`src/rtl/assert_macros.svh`:
```
// assertion macros used by the conditioner top level
// no dependencies; compiled away when SYNTHESIS is defined
`ifndef ASSERT_MACROS_SVH
`define ASSERT_MACROS_SVH
`ifndef SYNTHESIS
`define ASSERT_PROP(label, clk, rst_n, prop) \
  label: assert property (@(posedge clk) disable iff (!rst_n) prop) \
    else $error("assertion failed");
`define ASSERT_NEVER(label, clk, rst_n, cond) \
  label: assert property (@(posedge clk) disable iff (!rst_n) !(cond)) \
    else $error("assertion failed");
`else
`define ASSERT_PROP(label, clk, rst_n, prop)
`define ASSERT_NEVER(label, clk, rst_n, cond)
`endif
`endif

```
`src/rtl/jac_pkg.sv`:
```
// shared types and constants of the joystick axis conditioner
// no dependencies
package jac_pkg;

  localparam int SAMPLE_W   = 12;
  localparam int FS_W       = 7;
  localparam int DIR_W      = 8;
  localparam int PROD_W     = SAMPLE_W + FS_W;
  localparam int CFG_IDX_W  = 2;
  localparam int CFG_DATA_W = 12;

  localparam int IN_TDATA_W  = 16;
  localparam int IN_TUSER_W  = 2;
  localparam int OUT_TDATA_W = 24;
  localparam int OUT_TUSER_W = 2;

  localparam int SAMPLES_PER_READ_DEF = 4;
  localparam int ADC_MAX_DEF          = 4095;
  localparam int QUEUE_DEPTH          = 2;

  localparam logic [SAMPLE_W-1:0] CENTER_RST    = 12'd2047;
  localparam logic [SAMPLE_W-1:0] DEAD_ZONE_RST = 12'd300;
  localparam logic [FS_W-1:0]     FULL_SCALE_RST = 7'd100;

  typedef enum logic [CFG_IDX_W-1:0] {
    CFG_CENTER_X   = 2'd0,
    CFG_CENTER_Y   = 2'd1,
    CFG_DEAD_ZONE  = 2'd2,
    CFG_FULL_SCALE = 2'd3
  } cfg_idx_t;

  typedef struct packed {
    logic [SAMPLE_W-1:0] center_x;
    logic [SAMPLE_W-1:0] center_y;
    logic [SAMPLE_W-1:0] dead_zone;
    logic [FS_W-1:0]     full_scale;
  } cfg_t;

  typedef struct packed {
    logic full;
    logic empty;
  } q_status_t;

  typedef enum logic [2:0] {
    BK_IDLE,
    BK_PREP,
    BK_SCALE,
    BK_FIN
  } bk_state_t;

endpackage

```
`src/rtl/jac_fifo.sv`:
```
// short job queue between the front and back parts
// depends on jac_pkg
module jac_fifo #(
  parameter int WIDTH = 16,
  parameter int DEPTH = jac_pkg::QUEUE_DEPTH
) (
  input  logic                clk,
  input  logic                rst_n,
  input  logic                push,
  input  logic [WIDTH-1:0]    wdata,
  input  logic                pop,
  output logic [WIDTH-1:0]    rdata,
  output jac_pkg::q_status_t  status
);

  localparam int AW = (DEPTH > 1) ? $clog2(DEPTH) : 1;
  localparam int CW = $clog2(DEPTH + 1);

  logic [WIDTH-1:0] mem_r [DEPTH];
  logic [AW-1:0]    wr_ptr_r, wr_ptr_nxt;
  logic [AW-1:0]    rd_ptr_r, rd_ptr_nxt;
  logic [CW-1:0]    cnt_r, cnt_nxt;

  always_comb begin
    wr_ptr_nxt = wr_ptr_r;
    rd_ptr_nxt = rd_ptr_r;
    cnt_nxt    = cnt_r;
    if (push) begin
      wr_ptr_nxt = (wr_ptr_r == AW'(DEPTH - 1)) ? '0 : wr_ptr_r + 1'b1;
    end
    if (pop) begin
      rd_ptr_nxt = (rd_ptr_r == AW'(DEPTH - 1)) ? '0 : rd_ptr_r + 1'b1;
    end
    if (push && !pop) begin
      cnt_nxt = cnt_r + 1'b1;
    end else if (pop && !push) begin
      cnt_nxt = cnt_r - 1'b1;
    end
  end

  always_ff @(posedge clk) begin
    if (!rst_n) begin
      wr_ptr_r <= '0;
      rd_ptr_r <= '0;
      cnt_r    <= '0;
    end else begin
      wr_ptr_r <= wr_ptr_nxt;
      rd_ptr_r <= rd_ptr_nxt;
      cnt_r    <= cnt_nxt;
    end
  end

  always_ff @(posedge clk) begin
    if (push) begin
      mem_r[wr_ptr_r] <= wdata;
    end
  end

  assign rdata        = mem_r[rd_ptr_r];
  assign status.full  = (cnt_r == CW'(DEPTH));
  assign status.empty = (cnt_r == '0);

endmodule

```
`src/rtl/jac_front.sv`:
```
// front part: takes samples, sums them per read, posts finished reads and failed samples as jobs
// depends on jac_pkg
module jac_front #(
  parameter int SAMPLES_PER_READ = jac_pkg::SAMPLES_PER_READ_DEF,
  parameter int SUM_W            = jac_pkg::SAMPLE_W + $clog2(SAMPLES_PER_READ)
) (
  input  logic                         clk,
  input  logic                         rst_n,
  input  logic                         in_tvalid,
  output logic                         in_tready,
  input  logic [jac_pkg::SAMPLE_W-1:0] in_sample,
  input  logic                         in_axis,
  input  logic                         in_sample_ok,
  input  jac_pkg::q_status_t           q_status,
  output logic                         q_push,
  output logic [SUM_W+1:0]             q_wdata
);

  localparam int CNT_W = (SAMPLES_PER_READ > 1) ? $clog2(SAMPLES_PER_READ) : 1;

  logic [SUM_W-1:0] sum_r, sum_nxt;
  logic [CNT_W-1:0] cnt_r, cnt_nxt;
  logic [SUM_W-1:0] job_sum;
  logic             accept;
  logic             last;

  assign in_tready = !q_status.full;
  assign accept    = in_tvalid && in_tready;
  assign last      = (cnt_r == CNT_W'(SAMPLES_PER_READ - 1));
  assign job_sum   = sum_r + SUM_W'(in_sample);

  always_comb begin
    sum_nxt = sum_r;
    cnt_nxt = cnt_r;
    q_push  = 1'b0;
    if (accept) begin
      if (!in_sample_ok || last) begin
        sum_nxt = '0;
        cnt_nxt = '0;
        q_push  = 1'b1;
      end else begin
        sum_nxt = job_sum;
        cnt_nxt = cnt_r + 1'b1;
      end
    end
  end

  assign q_wdata = {in_sample_ok, in_axis, in_sample_ok ? job_sum : {SUM_W{1'b0}}};

  always_ff @(posedge clk) begin
    if (!rst_n) begin
      sum_r <= '0;
      cnt_r <= '0;
    end else begin
      sum_r <= sum_nxt;
      cnt_r <= cnt_nxt;
    end
  end

endmodule

```
`src/rtl/jac_div.sv`:
```
// restoring divider, one quotient bit per cycle
// depends on nothing but its parameters
module jac_div #(
  parameter int DVD_W = 19,
  parameter int DVS_W = 16
) (
  input  logic             clk,
  input  logic             rst_n,
  input  logic             start,
  input  logic [DVD_W-1:0] dividend,
  input  logic [DVS_W-1:0] divisor,
  output logic             done,
  output logic [DVD_W-1:0] quotient
);

  localparam int CNT_W = (DVD_W > 1) ? $clog2(DVD_W) : 1;

  logic [DVD_W-1:0] quo_r, quo_nxt;
  logic [DVS_W-1:0] dvs_r, dvs_nxt;
  logic [DVS_W-1:0] rem_r, rem_nxt;
  logic [CNT_W-1:0] cnt_r, cnt_nxt;
  logic             busy_r, busy_nxt;
  logic             done_r, done_nxt;
  logic [DVS_W:0]   trial;
  logic             ge;

  assign trial = {rem_r, quo_r[DVD_W-1]};
  assign ge    = (trial >= {1'b0, dvs_r});

  always_comb begin
    quo_nxt  = quo_r;
    dvs_nxt  = dvs_r;
    rem_nxt  = rem_r;
    cnt_nxt  = cnt_r;
    busy_nxt = busy_r;
    done_nxt = 1'b0;
    if (start) begin
      quo_nxt  = dividend;
      dvs_nxt  = divisor;
      rem_nxt  = '0;
      cnt_nxt  = '0;
      busy_nxt = 1'b1;
    end else if (busy_r) begin
      rem_nxt = ge ? DVS_W'(trial - {1'b0, dvs_r}) : trial[DVS_W-1:0];
      quo_nxt = {quo_r[DVD_W-2:0], ge};
      cnt_nxt = cnt_r + 1'b1;
      if (cnt_r == CNT_W'(DVD_W - 1)) begin
        busy_nxt = 1'b0;
        done_nxt = 1'b1;
      end
    end
  end

  always_ff @(posedge clk) begin
    if (!rst_n) begin
      busy_r <= 1'b0;
      done_r <= 1'b0;
      cnt_r  <= '0;
    end else begin
      busy_r <= busy_nxt;
      done_r <= done_nxt;
      cnt_r  <= cnt_nxt;
    end
  end

  always_ff @(posedge clk) begin
    quo_r <= quo_nxt;
    dvs_r <= dvs_nxt;
    rem_r <= rem_nxt;
  end

  assign done     = done_r;
  assign quotient = quo_r;

endmodule

```
`src/rtl/jac_back.sv`:
```
// back part: averages a read, applies center, dead zone and scaling, holds the result
// depends on jac_pkg and jac_div
module jac_back #(
  parameter int SAMPLES_PER_READ = jac_pkg::SAMPLES_PER_READ_DEF,
  parameter int ADC_MAX          = jac_pkg::ADC_MAX_DEF,
  parameter int SUM_W            = jac_pkg::SAMPLE_W + $clog2(SAMPLES_PER_READ)
) (
  input  logic                         clk,
  input  logic                         rst_n,
  input  jac_pkg::cfg_t                cfg,
  input  jac_pkg::q_status_t           q_status,
  output logic                         q_pop,
  input  logic [SUM_W+1:0]             q_rdata,
  output logic                         out_tvalid,
  input  logic                         out_tready,
  output logic                         out_axis,
  output logic [jac_pkg::SAMPLE_W-1:0] out_raw,
  output logic [jac_pkg::DIR_W-1:0]    out_dir,
  output logic                         out_ok
);

  localparam int SW     = jac_pkg::SAMPLE_W;
  localparam int SPAN_W = $clog2(ADC_MAX + 1);
  localparam int CMP_W  = (SPAN_W > SW) ? SPAN_W : SW;
  localparam int DIV_W  = jac_pkg::PROD_W;
  // average by reciprocal multiply, exact for every sum that fits SUM_W
  localparam int RCP_SH = SUM_W + $clog2(SAMPLES_PER_READ);
  localparam int RCP_W  = SUM_W + 2;
  localparam int AVP_W  = SUM_W + RCP_W;
  localparam int RCP_M  = ((1 << RCP_SH) + SAMPLES_PER_READ - 1) / SAMPLES_PER_READ;

  jac_pkg::bk_state_t state_r, state_nxt;

  logic                       axis_r, axis_nxt;
  logic [SW-1:0]              avg_r, avg_nxt;
  logic [jac_pkg::DIR_W-1:0]  dir_r, dir_nxt;
  logic                       ok_r, ok_nxt;
  logic                       neg_r, neg_nxt;
  logic                       ov_r, ov_nxt;
  logic                       load_out;

  logic                       out_axis_r;
  logic [SW-1:0]              out_raw_r;
  logic [jac_pkg::DIR_W-1:0]  out_dir_r;
  logic                       out_ok_r;

  logic                       job_ok;
  logic                       job_axis;
  logic [SUM_W-1:0]           job_sum;
  logic [AVP_W-1:0]           avg_prod;
  logic [SW-1:0]              job_avg;

  logic                       div_start;
  logic [DIV_W-1:0]           div_dvd;
  logic [CMP_W-1:0]           div_dvs;
  logic                       div_done;
  logic [DIV_W-1:0]           div_q;

  logic [SW-1:0]              center;
  logic [CMP_W-1:0]           avg_e, cen_e, adc_e, span;
  logic                       above;
  logic [SW-1:0]              mag;
  logic                       no_span;
  logic                       in_dead;
  logic [jac_pkg::PROD_W-1:0] prod;
  logic [jac_pkg::FS_W-1:0]   scaled;
  logic [jac_pkg::DIR_W-1:0]  mag8;

  assign job_ok   = q_rdata[SUM_W+1];
  assign job_axis = q_rdata[SUM_W];
  assign job_sum  = q_rdata[SUM_W-1:0];
  assign avg_prod = AVP_W'(job_sum) * AVP_W'(RCP_M);
  assign job_avg  = avg_prod[RCP_SH +: SW];

  assign center  = axis_r ? cfg.center_y : cfg.center_x;
  assign avg_e   = CMP_W'(avg_r);
  assign cen_e   = CMP_W'(center);
  assign adc_e   = CMP_W'(ADC_MAX);
  assign above   = (avg_e >= cen_e);
  assign mag     = above ? (avg_r - center) : (center - avg_r);
  assign span    = above ? (adc_e - cen_e) : cen_e;
  assign no_span = above ? (adc_e <= cen_e) : (cen_e == '0);
  assign in_dead = (mag < cfg.dead_zone);
  assign prod    = jac_pkg::PROD_W'(mag) * jac_pkg::PROD_W'(cfg.full_scale);
  assign div_dvd = prod;
  assign div_dvs = span;

  assign scaled = (div_q > DIV_W'(cfg.full_scale)) ? cfg.full_scale
                                                   : div_q[jac_pkg::FS_W-1:0];
  assign mag8   = {1'b0, scaled};

  jac_div #(
    .DVD_W (DIV_W),
    .DVS_W (CMP_W)
  ) u_div (
    .clk      (clk),
    .rst_n    (rst_n),
    .start    (div_start),
    .dividend (div_dvd),
    .divisor  (div_dvs),
    .done     (div_done),
    .quotient (div_q)
  );

  always_comb begin
    state_nxt = state_r;
    axis_nxt  = axis_r;
    avg_nxt   = avg_r;
    dir_nxt   = dir_r;
    ok_nxt    = ok_r;
    neg_nxt   = neg_r;
    ov_nxt    = ov_r && !out_tready;
    load_out  = 1'b0;
    q_pop     = 1'b0;
    div_start = 1'b0;
    case (state_r)
      jac_pkg::BK_IDLE: begin
        if (!q_status.empty) begin
          q_pop    = 1'b1;
          axis_nxt = job_axis;
          if (job_ok) begin
            avg_nxt   = job_avg;
            ok_nxt    = 1'b1;
            state_nxt = jac_pkg::BK_PREP;
          end else begin
            avg_nxt   = job_axis ? cfg.center_y : cfg.center_x;
            dir_nxt   = '0;
            ok_nxt    = 1'b0;
            state_nxt = jac_pkg::BK_FIN;
          end
        end
      end
      jac_pkg::BK_PREP: begin
        if (no_span || in_dead) begin
          dir_nxt   = '0;
          state_nxt = jac_pkg::BK_FIN;
        end else begin
          div_start = 1'b1;
          neg_nxt   = !above;
          state_nxt = jac_pkg::BK_SCALE;
        end
      end
      jac_pkg::BK_SCALE: begin
        if (div_done) begin
          dir_nxt   = neg_r ? (~mag8 + 1'b1) : mag8;
          state_nxt = jac_pkg::BK_FIN;
        end
      end
      jac_pkg::BK_FIN: begin
        if (!ov_r || out_tready) begin
          load_out  = 1'b1;
          ov_nxt    = 1'b1;
          state_nxt = jac_pkg::BK_IDLE;
        end
      end
      default: begin
        state_nxt = jac_pkg::BK_IDLE;
      end
    endcase
  end

  always_ff @(posedge clk) begin
    if (!rst_n) begin
      state_r <= jac_pkg::BK_IDLE;
      ov_r    <= 1'b0;
    end else begin
      state_r <= state_nxt;
      ov_r    <= ov_nxt;
    end
  end

  always_ff @(posedge clk) begin
    axis_r <= axis_nxt;
    avg_r  <= avg_nxt;
    dir_r  <= dir_nxt;
    ok_r   <= ok_nxt;
    neg_r  <= neg_nxt;
    if (load_out) begin
      out_axis_r <= axis_r;
      out_raw_r  <= avg_r;
      out_dir_r  <= dir_r;
      out_ok_r   <= ok_r;
    end
  end

  assign out_tvalid = ov_r;
  assign out_axis   = out_axis_r;
  assign out_raw    = out_raw_r;
  assign out_dir    = out_dir_r;
  assign out_ok     = out_ok_r;

endmodule

```
`src/rtl/joystick_axis_conditioner.sv`:
```
// joystick axis conditioner top level: config registers, front, job queue, back
// depends on jac_pkg, jac_front, jac_fifo, jac_back and assert_macros.svh
// front takes one sample transaction per cycle while the job queue has room
// a scaled read goes through back states IDLE, PREP, SCALE (serial divider) and FIN before out_tvalid;
// a dead zone read skips SCALE, a failed sample goes from IDLE straight to FIN
// reset: config registers to their defaults, running sum and queue cleared, no result
`include "assert_macros.svh"

module joystick_axis_conditioner #(
  parameter int SAMPLES_PER_READ = jac_pkg::SAMPLES_PER_READ_DEF,
  parameter int ADC_MAX          = jac_pkg::ADC_MAX_DEF
) (
  input  logic                            clk,
  input  logic                            rst_n,
  input  logic                            in_tvalid,
  output logic                            in_tready,
  // [11:0] sample, [15:12] zero
  input  logic [jac_pkg::IN_TDATA_W-1:0]  in_tdata,
  // [0] axis, [1] sample_ok
  input  logic [jac_pkg::IN_TUSER_W-1:0]  in_tuser,
  output logic                            out_tvalid,
  input  logic                            out_tready,
  // [11:0] raw_average, [19:12] direction, [23:20] zero
  output logic [jac_pkg::OUT_TDATA_W-1:0] out_tdata,
  // [0] out_axis, [1] adc_ok
  output logic [jac_pkg::OUT_TUSER_W-1:0] out_tuser,
  input  logic                            cfg_wr_en,
  input  logic [jac_pkg::CFG_IDX_W-1:0]   cfg_addr,
  input  logic [jac_pkg::CFG_DATA_W-1:0]  cfg_wdata
);

  localparam int SUM_W = jac_pkg::SAMPLE_W + $clog2(SAMPLES_PER_READ);
  localparam int PAD_W = jac_pkg::OUT_TDATA_W - jac_pkg::SAMPLE_W - jac_pkg::DIR_W;

  jac_pkg::cfg_t      cfg_r, cfg_nxt;
  jac_pkg::q_status_t q_st;

  logic                         q_push;
  logic                         q_pop;
  logic [SUM_W+1:0]             q_wdata;
  logic [SUM_W+1:0]             q_rdata;
  logic                         res_axis;
  logic                         res_ok;
  logic [jac_pkg::SAMPLE_W-1:0] res_raw;
  logic [jac_pkg::DIR_W-1:0]    res_dir;
  logic [jac_pkg::DIR_W-1:0]    fs8;
  logic                         dir_in_range;

  always_comb begin
    cfg_nxt = cfg_r;
    if (cfg_wr_en) begin
      case (jac_pkg::cfg_idx_t'(cfg_addr))
        jac_pkg::CFG_CENTER_X:   cfg_nxt.center_x   = cfg_wdata[jac_pkg::SAMPLE_W-1:0];
        jac_pkg::CFG_CENTER_Y:   cfg_nxt.center_y   = cfg_wdata[jac_pkg::SAMPLE_W-1:0];
        jac_pkg::CFG_DEAD_ZONE:  cfg_nxt.dead_zone  = cfg_wdata[jac_pkg::SAMPLE_W-1:0];
        jac_pkg::CFG_FULL_SCALE: cfg_nxt.full_scale = cfg_wdata[jac_pkg::FS_W-1:0];
        default: cfg_nxt = cfg_r;
      endcase
    end
  end

  always_ff @(posedge clk) begin
    if (!rst_n) begin
      cfg_r.center_x   <= jac_pkg::CENTER_RST;
      cfg_r.center_y   <= jac_pkg::CENTER_RST;
      cfg_r.dead_zone  <= jac_pkg::DEAD_ZONE_RST;
      cfg_r.full_scale <= jac_pkg::FULL_SCALE_RST;
    end else begin
      cfg_r <= cfg_nxt;
    end
  end

  jac_front #(
    .SAMPLES_PER_READ (SAMPLES_PER_READ),
    .SUM_W            (SUM_W)
  ) u_front (
    .clk          (clk),
    .rst_n        (rst_n),
    .in_tvalid    (in_tvalid),
    .in_tready    (in_tready),
    .in_sample    (in_tdata[jac_pkg::SAMPLE_W-1:0]),
    .in_axis      (in_tuser[0]),
    .in_sample_ok (in_tuser[1]),
    .q_status     (q_st),
    .q_push       (q_push),
    .q_wdata      (q_wdata)
  );

  jac_fifo #(
    .WIDTH (SUM_W + 2),
    .DEPTH (jac_pkg::QUEUE_DEPTH)
  ) u_fifo (
    .clk    (clk),
    .rst_n  (rst_n),
    .push   (q_push),
    .wdata  (q_wdata),
    .pop    (q_pop),
    .rdata  (q_rdata),
    .status (q_st)
  );

  jac_back #(
    .SAMPLES_PER_READ (SAMPLES_PER_READ),
    .ADC_MAX          (ADC_MAX),
    .SUM_W            (SUM_W)
  ) u_back (
    .clk        (clk),
    .rst_n      (rst_n),
    .cfg        (cfg_r),
    .q_status   (q_st),
    .q_pop      (q_pop),
    .q_rdata    (q_rdata),
    .out_tvalid (out_tvalid),
    .out_tready (out_tready),
    .out_axis   (res_axis),
    .out_raw    (res_raw),
    .out_dir    (res_dir),
    .out_ok     (res_ok)
  );

  assign out_tdata = {{PAD_W{1'b0}}, res_dir, res_raw};
  assign out_tuser = {res_ok, res_axis};
  assign fs8       = {1'b0, cfg_r.full_scale};
  assign dir_in_range = ($signed(res_dir) <= $signed(fs8)) &&
                        ($signed(res_dir) >= -$signed(fs8));

  `ASSERT_NEVER(a_queue_overflow, clk, rst_n, q_push && q_st.full)
  `ASSERT_NEVER(a_queue_underflow, clk, rst_n, q_pop && q_st.empty)
  `ASSERT_PROP(a_fail_dir_zero, clk, rst_n, out_tvalid && !res_ok |-> res_dir == '0)
  `ASSERT_PROP(a_dir_bound, clk, rst_n, out_tvalid |-> dir_in_range)

endmodule

```
`config.mk`:
```
export PLATFORM = sky130hd
export DESIGN_NAME = joystick_axis_conditioner
export DESIGN_NICKNAME = d
export VERILOG_FILES = /design/src/rtl/jac_pkg.sv /design/src/rtl/jac_fifo.sv /design/src/rtl/jac_front.sv /design/src/rtl/jac_div.sv /design/src/rtl/jac_back.sv /design/src/rtl/joystick_axis_conditioner.sv
export VERILOG_INCLUDE_DIRS = /design/src /design/src/rtl
export SDC_FILE = /design/constraint.sdc
export NUM_CORES = 1
export LEC_CHECK = 0
export BUFFER_PORTS_ARGS = -buffer_cell sky130_fd_sc_hd__buf_2
export CORE_MARGIN = 10
export CORE_UTILIZATION = 40
export DETAILED_ROUTE_END_ITERATION = 6
export GPL_ROUTABILITY_DRIVEN = 0
export GPL_TIMING_DRIVEN = 0
export PLACE_DENSITY_LB_ADDON = 0.05
export SYNTH_ARGS = -nofsm -noshare
export SYNTH_HDL_FRONTEND = slang
export SYNTH_SLANG_ARGS = --single-unit
```
`constraint.sdc`:
```
create_clock -name clk -period 21 [get_ports clk]
set_clock_uncertainty 0.1 [all_clocks]
set_input_delay 5.25 -clock clk [delete_from_list [all_inputs] [get_ports clk]]
set_output_delay 5.25 -clock clk [all_outputs]
set_load 0.01 [all_outputs]
```
# [Yosys cells after proc, flatten, opt, wreduce, memory -nomap -nowiden]
# Memories as Yosys holds them, arrays and structs flattened. A register that Yosys moved wholly into a read port is not among the register bits.
# Cells that the tools add are included.
[classes] n_bitwise=5 eq_ne=14 n_mul=1 reduce_logical=31 magnitude_cmp=5 n_mux=48 n_addsub=12
[op_table] op="two-way mux 12 bit" count=6
[op_table] op="two-way mux 8 bit" count=5
[op_table] op="two-way mux 19 bit" count=2
[op_table] op="subtractor 12 bit" count=3
[op_table] op="two-way mux 14 bit" count=2
[op_table] op="one-hot mux 8 bit (3 select lines)" count=1
[op_table] op="two-way mux 1 bit" count=23
[op_table] op="greater-than comparator 19 x 7 -> 1 bit" count=1
[op_table] op="multiplier 12 x 7 -> 19 bit" count=1
[op_table] op="adder 14 x 12 -> 14 bit" count=1
[op_table] op="greater-or-equal comparator 13 x 12 -> 1 bit" count=1
[op_table] op="greater-or-equal comparator 12 bit" count=1
[op_table] op="less-or-equal comparator 12 bit, first input constant" count=1
[op_table] op="logical NOT 12 bit" count=1
[op_table] op="less-than comparator 12 bit" count=1
[op_table] op="one-hot mux 3 bit (4 select lines)" count=1
[op_table] op="AND reduction 2 bit" count=6
[op_table] op="subtractor 12 bit, first input constant" count=1
[op_table] op="two-way mux 3 bit" count=3
[op_table] op="adder 8 x 1 -> 8 bit, second input constant" count=1
[op_table] op="== test 2 bit, second input constant" count=4
[op_table] op="two-way mux 2 bit" count=4
[op_table] op="inverter 7 -> 8 bit" count=1
[op_table] op="logical NOT 1 bit" count=7
[op_table] op="22 further kinds" count=38
[totals] in_bits=37 out_inout_bits=28 n_memories=1 elab_cells=143 ram_bits=32 ff_bits=162
[memory_table] memory="u_fifo.mem_r" words=2 width=16 read_ports=1 rd_clocked_by_memory_dff=1 write_ports=1 line_no="jac_fifo.sv:19" text="logic [WIDTH-1:0] mem_r [DEPTH];"

# [Longest topological paths before layout]
[logic_depth] word_depth=8 ltp_mapped=33 ltp_nobuf=31

# [Cells and area by module]
# A second synthesis with hierarchy kept.
[unflattened] hier_cells=1408 hier_area_um2=14084.8
[modules_own_cells] module="jac_back" area_per_inst_um2=6952.9 seq_area_each_um2=1411.4 instances=1 cells_per_inst=777
[modules_own_cells] module="jac_div" area_per_inst_um2=2587.5 seq_area_each_um2=1311.3 instances=1 cells_per_inst=222
[modules_own_cells] module="joystick_axis_conditioner" area_per_inst_um2=1805.5 seq_area_each_um2=860.8 instances=1 cells_per_inst=176
[modules_own_cells] module="jac_fifo" area_per_inst_um2=1372.6 seq_area_each_um2=1061.0 instances=1 cells_per_inst=72
[modules_own_cells] module="jac_front" area_per_inst_um2=1366.3 seq_area_each_um2=320.3 instances=1 cells_per_inst=161

# [Worst setup path before layout]
# No wires, ideal clock.
[synth_path] path_type="input to register" startpoint="in in_tdata[0] (netlist name)" endpoint="mem u_fifo.mem_r[0][12] (data pin)" cell_stages=10 required_ns=20.642 arrival_ns=7.335 path_buffers=0 setup_slack_ns=13.307 setup_time_ns=0.258 path_cell_list="ha_1 -> fa_1 -> a21o_1 -> a21oi_1 -> o21bai_1 -> a2111oi_0 -> nor2_1 -> a41oi_1 -> xnor2_1 -> and2_1"
[synth_via] elab_chain_cells=2
[synth_rtl] element="from (decl)" line_no="joystick_axis_conditioner.sv:18" text="input logic [jac_pkg::IN_TDATA_W-1:0] in_tdata,"
[synth_rtl] element="adder 14 x 12 -> 14 bit" line_no="jac_front.sv:30" text="assign job_sum = sum_r + SUM_W'(in_sample);"
[synth_rtl] element="two-way mux 14 bit" line_no="jac_front.sv:48" text="assign q_wdata = {in_sample_ok, in_axis, in_sample_ok ? job_sum : {SUM_W{1'b0}}};"
[synth_rtl] element="net q_wdata[12]" line_no="joystick_axis_conditioner.sv:40" text="logic [SUM_W+1:0] q_wdata;"
[synth_rtl] element="to (decl)" line_no="jac_fifo.sv:19"
# The timed path passes the listed nets, and every way through them passes these cells.

# [Final worst setup path]
[layout_path] startpoint="reg u_back.axis_r" endpoint="reg u_back.u_div.quo_r[18] (netlist: u_back.u_div.quotient[18]) (data pin)"
[layout_via] elab_chain_cells=8 word_cells_on_any_way=14 classes_between="add/sub: 2; mul: 1; order compare: 3; mux: 6; reduce/logical: 2"
[layout_rtl] element="from (decl)" line_no="jac_back.sv:34" text="logic axis_r, axis_nxt;"
[layout_rtl] element="from (signal assigned)" line_no="jac_back.sv:173" text="axis_r <= axis_nxt;"
[layout_rtl] element="two-way mux 12 bit (*)" line_no="jac_back.sv:75" text="assign center = axis_r ? cfg.center_y : cfg.center_x;"
[layout_rtl] element="branches (longest 6 deep; another with multiplier 12 x 7 -> 19 bit)"
[layout_rtl] element="two-way mux 19 bit (*)" line_no="jac_div.sv:37" text="if (start) begin"
[layout_rtl] element="net u_back.u_div.quo_nxt[18]" line_no="jac_div.sv:18" text="logic [DVD_W-1:0] quo_r, quo_nxt;"
[layout_rtl] element="to (signal assigned)" line_no="jac_div.sv:67" text="quo_r <= quo_nxt;"
[layout_rtl] element="to (decl)" line_no="jac_div.sv:18"
# Mark *: on every way through the listed nets, which the timed path passes.
# A chain may end at the register's enable or synchronous reset.

==> out/results.txt <==
Root buffer cell -> clkbuf_16
Max frequency -> 113 MHz
Cell count of the worst reg-to-reg path -> 26
Crit path launch -> u_back.axis_r
Metal-1 WL -> 17.6 mm
Area Overhead vs Synth -> 11.1%
Longest Clk Path Bufs -> 2
H-tree Lvls -> 4
IO Port Bufs -> 54
Reg2reg end -> u_back.u_div.quotient[18]
Worst reg2reg startpoint -> u_back.axis_r
Share of layout cells above drive strength 1 -> 8.74%
Cts hold-fix bufs -> 0
Setup violators final -> 0
Final ANT Viol Nets -> 0
Ys Warns -> 0
Routed wl met2 -> 15.4 mm
Nets@finish -> 1676
Die X-Extent -> 202 um
# IOs -> 65
Status -> finished clean
Critical-path top delay cell -> xor2_1
First drt pass iteration count -> 5
Starting Density -> 40.7%
Critical Path End Type -> flop
RSZ-0062 raised after global routing -> false
DRC viols -> 0
Antenna violations before repair -> 0
Crit path capture -> u_back.u_div.quotient[18]
Site Rows -> 66
CTS resizes -> 0
TritonCTS Sinks -> 190
Core area -> 0.0327 mm^2
DR top layer -> met4
Clock-pin slew on the worst setup and hold paths -> 0.08 ns
Vias in the first global route -> 9944
Top cells by count, synth -> nand2_1 (166), inv_1 (133), ha_1 (111)
Syn Std Cell Area -> 0.0133 mm^2
Final-report hold violation count -> 0
Ys async rst share -> 0%
Reg2reg setup slack -> 12.16 ns
Synth area leader -> edfxtp_1
Netlist cell types -> 77
Drt total wl -> 34.4 mm
Cell depth of the worst setup path -> 26
Clock latency on the worst-skew pair -> 0.45 ns
Crit path launch type -> flop
CTS Buf Count -> 17
#FFs+latches synth -> 190
Min cycle time layout -> 8.84 ns
Overall routing resource usage -> 17.1%
Initial DRC Count -> 662
Max-capacitance violation count -> 0
Post-synth EDFFs -> 104
Crit-path leading delay family -> adder cells
Height of the chip -> 202 um
DP HPWL -> 27.1 mm
Final TNS setup -> 0 ns
CTS tree -> built
Average size of a mapped cell -> 9.52 um^2
ANT cells -> 0
WP data required -> 21.10 ns
Most frequent cell after synthesis -> nand2_1
Slew @ Worst Pin -> 1.00 ns
Crit-path max cell delay -> 0.83 ns
WP buf/inv -> 6
Crit share post-route -> 42.1%
CP dominant cell by count -> fa_1
Largest net degree at the start of global routing -> 23
DR WL/cell -> 17.8 um
Dominant synthesized flop cell -> edfxtp_1
Main area contributors after synthesis -> edfxtp_1 (23%), dfxtp_1 (13%), ha_1 (10%)
Via count -> 10000
Die Area -> 0.0410 mm^2
Top cell type's share of synthesized area -> 23.5%
Routed wl met3 -> 1.06 mm
Post-CTS Setup Bufs -> 0
Non-filler cells, final -> 1930
Slew Viols, Final -> 0
CP arrival -> 8.94 ns
First-pass GRT wire length -> 55.3 mm
Cell count after synthesis -> 1398
Sequential share of the synthesized area -> 36.4%
Setup CP Type -> flop to flop
Slew headroom -> 32.9%
Hold Path Class -> flop to flop
Total overflow reported by the global router -> 0
Critical path fanouts, max -> 10
Cell count after placement -> 1898
Vias per std cell -> 5.18
[state kept, by name, summed over array words and instances (netlist names), 2 cells and up, named ones only]
name	cells
cfg_r	43
u_fifo.mem_r	28
u_back.u_div.quotient	19
u_front.sum_r	14
u_back.avg_e	12
u_back.out_raw	12
u_back.u_div.dvs_r	12
u_back.u_div.rem_r	12
u_back.dir_r	8
u_back.out_dir	8
u_back.u_div.cnt_r	5
u_back.state_r	2
u_fifo.cnt_r	2
u_front.cnt_r	2
[per-layer routing]
metal | vias to the layer above | global-route usage, %
met4 | 0 | 3.97
met5 | - | 0
met2 | 139 | 26.6
met1 | 4820 | 24.3
li1 | 5035 | -
met3 | 12 | 2.53
[cells in the final DEF, fill, tap and decap left out, types with 19 or more instances in the layout]
master | netlist | routed
buf_2 | 6 | 60
nor2_1 | 53 | 53
inv_1 | 133 | 133
ha_1 | 111 | 111
nand2_1 | 166 | 166
dfxtp_1 | 86 | 86
fa_1 | 53 | 53
xnor2_1 | 39 | 39
nor2b_1 | 38 | 36
mux2i_1 | 46 | 46
a21boi_0 | 19 | 19
xor2_1 | 21 | 21
edfxtp_1 | 104 | 104
nand3_1 | 42 | 42
o21ai_0 | 51 | 51
nor3_1 | 24 | 24
a211oi_1 | 24 | 23
a21oi_1 | 51 | 51
and2_1 | 68 | 68
clkbuf_1 | 39 | 40
[through the flow]
step                setup slack [ns]  hold slack, ns  instance area [um^2]  util, %
finish                         12.16           0.320                 14800     45.2
global route                   11.70           0.325                 14800     45.2
CTS                            12.21           0.322                 14800     45.2
detailed placement             12.19           0.305                 14200     43.3
global placement               12.30           0.304                 14100     43.2
floorplan                      13.31           0.300                 13300        -
[worst min-delay path by stage]
stage / from / end / slack [ns] / cells after the start
CTS: u_back.dir_r[7] / u_back.out_dir[7] / 0.32 / 0
finish: u_back.dir_r[6] / u_back.out_dir[6] / 0.32 / 0
floorplan: u_back.dir_r[0] / u_back.out_dir[0] / 0.30 / 0
global route: u_back.dir_r[7] / u_back.out_dir[7] / 0.33 / 0
detailed placement: u_back.dir_r[7] / u_back.out_dir[7] / 0.30 / 0
global placement: u_back.dir_r[2] / u_back.out_dir[2] / 0.30 / 0
[final cells by class]
type / instances / area, um^2
Buffer: 56 / 255
Clock buffer: 18 / 429
Clock inverter: 14 / 173
Fill cell: 3282 / 17900
Inverter: 135 / 507
Multi-Input combinational cell: 1020 / 7720
Sequential cell: 190 / 4840
Tap cell: 442 / 553
Timing Repair Buffer: 55 / 298
[cell families after synthesis]
logic type / synth area share (%)
AOI/OAI and AO/OA: 13.1
xor gates and xnor gates: 4.07
adders and majority gates: 18.4
buffers and inverters: 5.73
DFF: 36.4
muxes: 3.63
other: 0.0282
and+or+nand+nor: 18.6
Power is left out: the tool's default activity adds up to more than one toggle a clock period on the data nets, which glitch-free logic cannot reach.
